[config.mk]
export PLATFORM = sky130hd
export DESIGN_NAME = gfov_ctrl
export DESIGN_NICKNAME = d
export VERILOG_FILES = /design/src/gfov_pkg.sv /design/src/gfov_ctrl.sv
export SDC_FILE = /design/constraint.sdc
export NUM_CORES = 1
export LEC_CHECK = 0
export BUFFER_PORTS_ARGS = -buffer_cell sky130_fd_sc_hd__buf_2
export CAP_MARGIN = 0
export CELL_PAD_IN_SITES_DETAIL_PLACEMENT = 0
export CELL_PAD_IN_SITES_GLOBAL_PLACEMENT = 1
export CORE_UTILIZATION = 38
export DETAILED_ROUTE_END_ITERATION = 8
export MAX_ROUTING_LAYER = met4
export PLACE_DENSITY_LB_ADDON = 0.12
export SLEW_MARGIN = 10
export SYNTH_ARGS = -nofsm -noshare
export SYNTH_HDL_FRONTEND = slang
export SYNTH_SLANG_ARGS = --single-unit
[constraint.sdc]
create_clock -name clk -period 3.3 [get_ports clk]
set_input_delay 0 -clock clk [delete_from_list [all_inputs] [get_ports clk]]
set_output_delay 0 -clock clk [all_outputs]
set_load 0.02 [all_outputs]
[src/gfov_pkg.sv]
`timescale 1ns / 1ps
`default_nettype none
// ---------------------------------------------------------------------------
// gfov_pkg: shared types and constants of the grid field-of-view engine
// Map limits, item structs, mode and register codes, and the command/status
// bundles between controller and datapath.
// ---------------------------------------------------------------------------
package gfov_pkg;

	localparam int MAX_WIDTH  = 64;
	localparam int MAX_HEIGHT = 64;
	localparam int CELLS      = MAX_WIDTH * MAX_HEIGHT;
	localparam int ADDR_W     = $clog2(CELLS);

	localparam int X_W   = 6;   // cell_x field
	localparam int Y_W   = 6;   // cell_y field
	localparam int CFG_W = 7;   // config data
	localparam int IDX_W = 2;   // config register index

	typedef enum logic [1:0] {
		MODE_LOAD  = 2'd0,
		MODE_VIEW  = 2'd1,
		MODE_QUERY = 2'd2,
		MODE_NONE  = 2'd3
	} mode_t;

	localparam logic [IDX_W-1:0] REG_RADIUS = 2'd0;
	localparam logic [IDX_W-1:0] REG_WIDTH  = 2'd1;
	localparam logic [IDX_W-1:0] REG_HEIGHT = 2'd2;

	typedef struct packed {
		mode_t          mode;
		logic [X_W-1:0] cell_x;
		logic [Y_W-1:0] cell_y;
		logic           see_through;
	} item_in_t;

	typedef struct packed {
		logic is_visible;
		logic is_explored;
		logic bad_coord;
	} item_out_t;

	typedef struct packed {
		logic sweep_init;   // reset clearing pass
		logic sweep_clear;  // visible clear at view start
		logic capture;
		logic load_tile;
		logic query_rd;
		logic mark_viewer;
		logic ray_init;
		logic step;
		logic check_rd;
		logic mark_ray;
		logic next_target;
		logic out_load;
		logic out_query;
		logic out_bad;
	} gfov_cmd_t;

	typedef struct packed {
		mode_t mode;
		logic  in_bad;
		logic  out_busy;
		logic  sweep_last;
		logic  radius_neg;
		logic  check_stop;
		logic  mark_stop;
		logic  target_last;
	} gfov_stat_t;

	function automatic logic [ADDR_W-1:0] cell_addr(logic [X_W-1:0] x, logic [Y_W-1:0] y);
		return ADDR_W'(ADDR_W'(y) * ADDR_W'(MAX_WIDTH) + ADDR_W'(x));
	endfunction

endpackage
`default_nettype wire

[src/gfov_ctrl.sv]
`timescale 1ns / 1ps
`default_nettype none
// ---------------------------------------------------------------------------
// gfov_ctrl: controller of the field-of-view engine
// Sequences reset clear, loads, queries and the ray walk of a view item.
// ---------------------------------------------------------------------------
module gfov_ctrl (
	input  wire logic                clk,
	input  wire logic                arst_n,
	input  wire logic                in_valid,
	output      logic                in_ready,
	input  wire gfov_pkg::gfov_stat_t st,
	output      gfov_pkg::gfov_cmd_t  cmd
);

	typedef enum logic [9:0] {
		S_INIT   = 10'b0000000001,
		S_IDLE   = 10'b0000000010,
		S_QRESP  = 10'b0000000100,
		S_CLEAR  = 10'b0000001000,
		S_VIEWER = 10'b0000010000,
		S_RAYINIT= 10'b0000100000,
		S_STEP   = 10'b0001000000,
		S_CHECK  = 10'b0010000000,
		S_MARK   = 10'b0100000000,
		S_DONE   = 10'b1000000000
	} state_t;

	state_t state_q, state_d;

	always_comb begin
		cmd      = '0;
		state_d  = state_q;
		in_ready = 1'b0;
		case (state_q)
			S_INIT: begin
				cmd.sweep_init = 1'b1;
				if (st.sweep_last) begin
					state_d = S_IDLE;
				end
			end
			S_IDLE: begin
				in_ready = !st.out_busy;
				if (in_valid && !st.out_busy) begin
					if (st.mode == gfov_pkg::MODE_NONE) begin
						cmd.out_load = 1'b1;
					end else if (st.in_bad) begin
						cmd.out_load = 1'b1;
						cmd.out_bad  = 1'b1;
					end else if (st.mode == gfov_pkg::MODE_LOAD) begin
						cmd.load_tile = 1'b1;
						cmd.out_load  = 1'b1;
					end else if (st.mode == gfov_pkg::MODE_VIEW) begin
						cmd.capture = 1'b1;
						state_d     = S_CLEAR;
					end else begin
						cmd.query_rd = 1'b1;
						state_d      = S_QRESP;
					end
				end
			end
			S_QRESP: begin
				cmd.out_load  = 1'b1;
				cmd.out_query = 1'b1;
				state_d       = S_IDLE;
			end
			S_CLEAR: begin
				cmd.sweep_clear = 1'b1;
				if (st.sweep_last) begin
					state_d = st.radius_neg ? S_DONE : S_VIEWER;
				end
			end
			S_VIEWER: begin
				cmd.mark_viewer = 1'b1;
				state_d         = S_RAYINIT;
			end
			S_RAYINIT: begin
				cmd.ray_init = 1'b1;
				state_d      = S_STEP;
			end
			S_STEP: begin
				cmd.step = 1'b1;
				state_d  = S_CHECK;
			end
			S_CHECK: begin
				cmd.check_rd = 1'b1;
				if (st.check_stop) begin
					cmd.next_target = 1'b1;
					state_d         = st.target_last ? S_DONE : S_RAYINIT;
				end else begin
					state_d = S_MARK;
				end
			end
			S_MARK: begin
				cmd.mark_ray = 1'b1;
				if (st.mark_stop) begin
					cmd.next_target = 1'b1;
					state_d         = st.target_last ? S_DONE : S_RAYINIT;
				end else begin
					state_d = S_STEP;
				end
			end
			S_DONE: begin
				cmd.out_load = 1'b1;
				state_d      = S_IDLE;
			end
			default: begin
				state_d = S_IDLE;
			end
		endcase
	end

	always_ff @(posedge clk or negedge arst_n) begin
		if (!arst_n) begin
			state_q <= S_INIT;
		end else begin
			state_q <= state_d;
		end
	end

endmodule
`default_nettype wire

==> summary.txt <==
Synth
  – Share of the synthesized area in the top cell type: 0.282
  – Post-synth top flop: dfrtp_1
  – Post-Syn Area per Cell: 9.18 um2
  – Sequential share of the synthesized area: 0.315
  – Yosys warns: 0
  – Synth Register Bits: 10
  – Synth Net Count: 99
  – Post-Syn Area: 798 um2
  – Post-synth ARST share: 1.00
  – Largest area contributor in the synthesized netlist: dfrtp_1
  – Post-synth EDFFs: 0
  – Top cells by area, synth: dfrtp_1, nor4b_2, nor2_1
  – Post-synthesis cell count: 87
  – Unique masters post-synth: 40

Layout
  – Post-layout util: 0.510
  – Layout Nets: 129
  – Area grow syn2layout: 25.4%
  – Ant diodes: 0
  – Final instance area: 0.00100 mm2
  – Reg with most FFs: state_q
  – Final cell count without fillers: 143
  – Max FFs per register: 10
  – Largest registers: state_q (10)
  – Layout cells sized above 1: 0.353

Detailed routing
  – Initial DRT Pass Iterations: 4
  – Met3 wire len: 52 um
  – Iter 0 DRT Violations: 15
  – Drt total wl: 1.84 mm
  – Wl on met1: 987 um
  – DR top layer: met4
  – Via count: 762
  – DR DRC count: 0
  – ANT nets after route: 0
  – Met2 wire length: 780 um
  – WL/cell: 12.9 um
  – Via density: 5.33

Placement
  – HPWL after detailed placement: 1.40 mm
  – Placed instance area: 935 um2
  – Port-buffer cells: 26
  – Placer Congestion: 0.794
  – Cells after DPL: 136

STA
  – Share of the clock period used by the worst path: 0.610
  – Relative slew slack: 0.505
  – Final setup viols: 0
  – Fmax: 497 MHz
  – Final TNS setup: 0 ns
  – Tmin final: 2.01 ns
  – RSZ-0062 raised after global routing: false
  – Hold slack: 0.00951 ns
  – Layout Skew: 0.00186 ns
  – Worst-Margin Slew: 0.736 ns
  – Slew Limit Fails: 0
  – Final hold violation count: 0

Worst setup path
  – CP Launch Type: flop
  – Worst setup EP type: primary output
  – Setup Crit Path Kind: flop to primary output
  – Worst Path Arrival: 2.01 ns
  – Data required, critical path: 3.30 ns
  – Crit Path Max Fanout: 10

Power
  – P_leak: 0.000525 uW
  – Clock power share: 0.249
  – Switching Fraction: 0.385
  – Switching power: 174 uW
  – Pint: 279 uW
  – Pwr per Cell Area: 453 mW/mm2
  – Sequential share of power: 0.345
  – VDD IR-drop max: 0.306 mV
  – Comb power frac: 0.406

GRT
  – Vias in the first global route: 623
  – Global-route wire length before repair: 2.84 mm
  – Largest net degree at the start of global routing: 11
  – Initial antenna violation count: 0
  – Total GRT Usage: 0.191
  – Total gr overflow: 0

Die
  – Core Region: 0.00196 mm2
  – Site row count: 16
  – DIE AREA: 0.00229 mm2
  – Initial core utilization: 0.407
  – Die Y: 47.8 um
  – Die width: 47.8 um
  – Ports: 27

CTS
  – Post-cts resize count: 0
  – Worst-path clk slew: 0.07 ns
  – CTS tree: built
  – Num CTS Buffers: 3
  – Worst-skew pair later-pin latency: 0.26 ns
  – Clock buffer depth: 2
  – CTS sink count: 10
  – H-Tree Depth: 1
  – Root Buffer: clkbuf_4

Min path
  – Min-delay worst type: primary input to flop

Run status
  – Status: completed

Run
  – Max_cap viols: 0
==> kinds of logic after synthesis <==
family	share of synthesized area
buffers and inverters	0.0580
flip-flops	0.315
XOR/XNOR	0.0439
AND/OR/NAND/NOR	0.462
AO/OA/AOI/OAI	0.121
==> layer usage <==
layer,GRT usage,vias up
li1,-,387
met1,0.278,353
met2,0.246,20
met3,0.0453,2
met4,0.0833,0
met5,-,-
==> power by group through the flow <==
stage               sequential [uW]  clock (uW)  combinational (uW)
floorplan                       150           0                 140
global placement                158           0                 183
detailed placement              158           0                 183
CTS                             156         115                 186
global route                    158         128                 205
finish                          156         113                 184
==> cell usage after synthesis (all sizes together) (2+ instances only) <==
cell   number
xnor2       2
nor4        7
and4        2
nor3        2
dfrtp       9
a21o        3
xor2        2
and4b       2
nor2b       5
buf         3
or4         3
inv         5
nor2        9
nor4b       6
nand2       5
o21ai       2
and3        4
==> worst paths after layout <==
path / startpoint / end / slack, ns / depth (start not counted)
max: state_q[3]$_DFFE_PN0P_ / cmd[3] / 1.29 / 4
min: st[0] / state_q[5]$_DFFE_PN0P_ / 0.01 / 3
max reg2reg: state_q[3]$_DFFE_PN0P_ / state_q[9]$_DFFE_PN0P_ / 1.51 / 4
min reg2reg: state_q[0]$_DFFE_PN1P_ / state_q[0]$_DFFE_PN1P_ / 0.59 / 1
max in group asynchronous: arst_n / state_q[0]$_DFFE_PN1P_ / 2.91 / 2
min in group asynchronous: arst_n / state_q[1]$_DFFE_PN0P_ / 0.13 / 2
==> what timing repair did <==
item	4_1_cts	5_1_grt
endpoints found under the hold margin	12	0
setup buffers	0	0
hold buffers	3	0
==> cells in the final DEF (no fill, tap or decap), drive strengths merged, types with 3 or more instances in the layout <==
cell	count
nor2	9
nor4b	6
dfrtp	9
dlygate4sd3	3
nand2	5
and3	4
clkbuf	4
a21o	3
inv	5
buf	26
nor2b	5
or4	3
nor4	7
==> metrics by stage <==
step	setup slack, ns	total power, uW
2_1_floorplan	1.46	290
6_report	1.29	453
3_3_place_gp	1.55	341
4_1_cts	1.28	457
3_5_place_dp	1.54	341
5_1_grt	1.08	491
==> layout make-up <==
| cell class | instances | area, um2 |
|---|---|---|
| timing repair buffer | 29 | 160 |
| sequential | 10 | 251 |
| tap | 27 | 33.8 |
| multi-input combinational | 68 | 500 |
| clock buffer | 4 | 36.3 |
| inverter | 5 | 18.8 |
| fill | 215 | 961 |
==> worst max-delay path, stage by stage, from the launching register on <==
cell and delay (ns):
dfrtp_1 0.52, nor4_1 0.62, and4_1 0.33, or2_1 0.13, buf_2 0.16
Power figures use the tool's default switching activity.
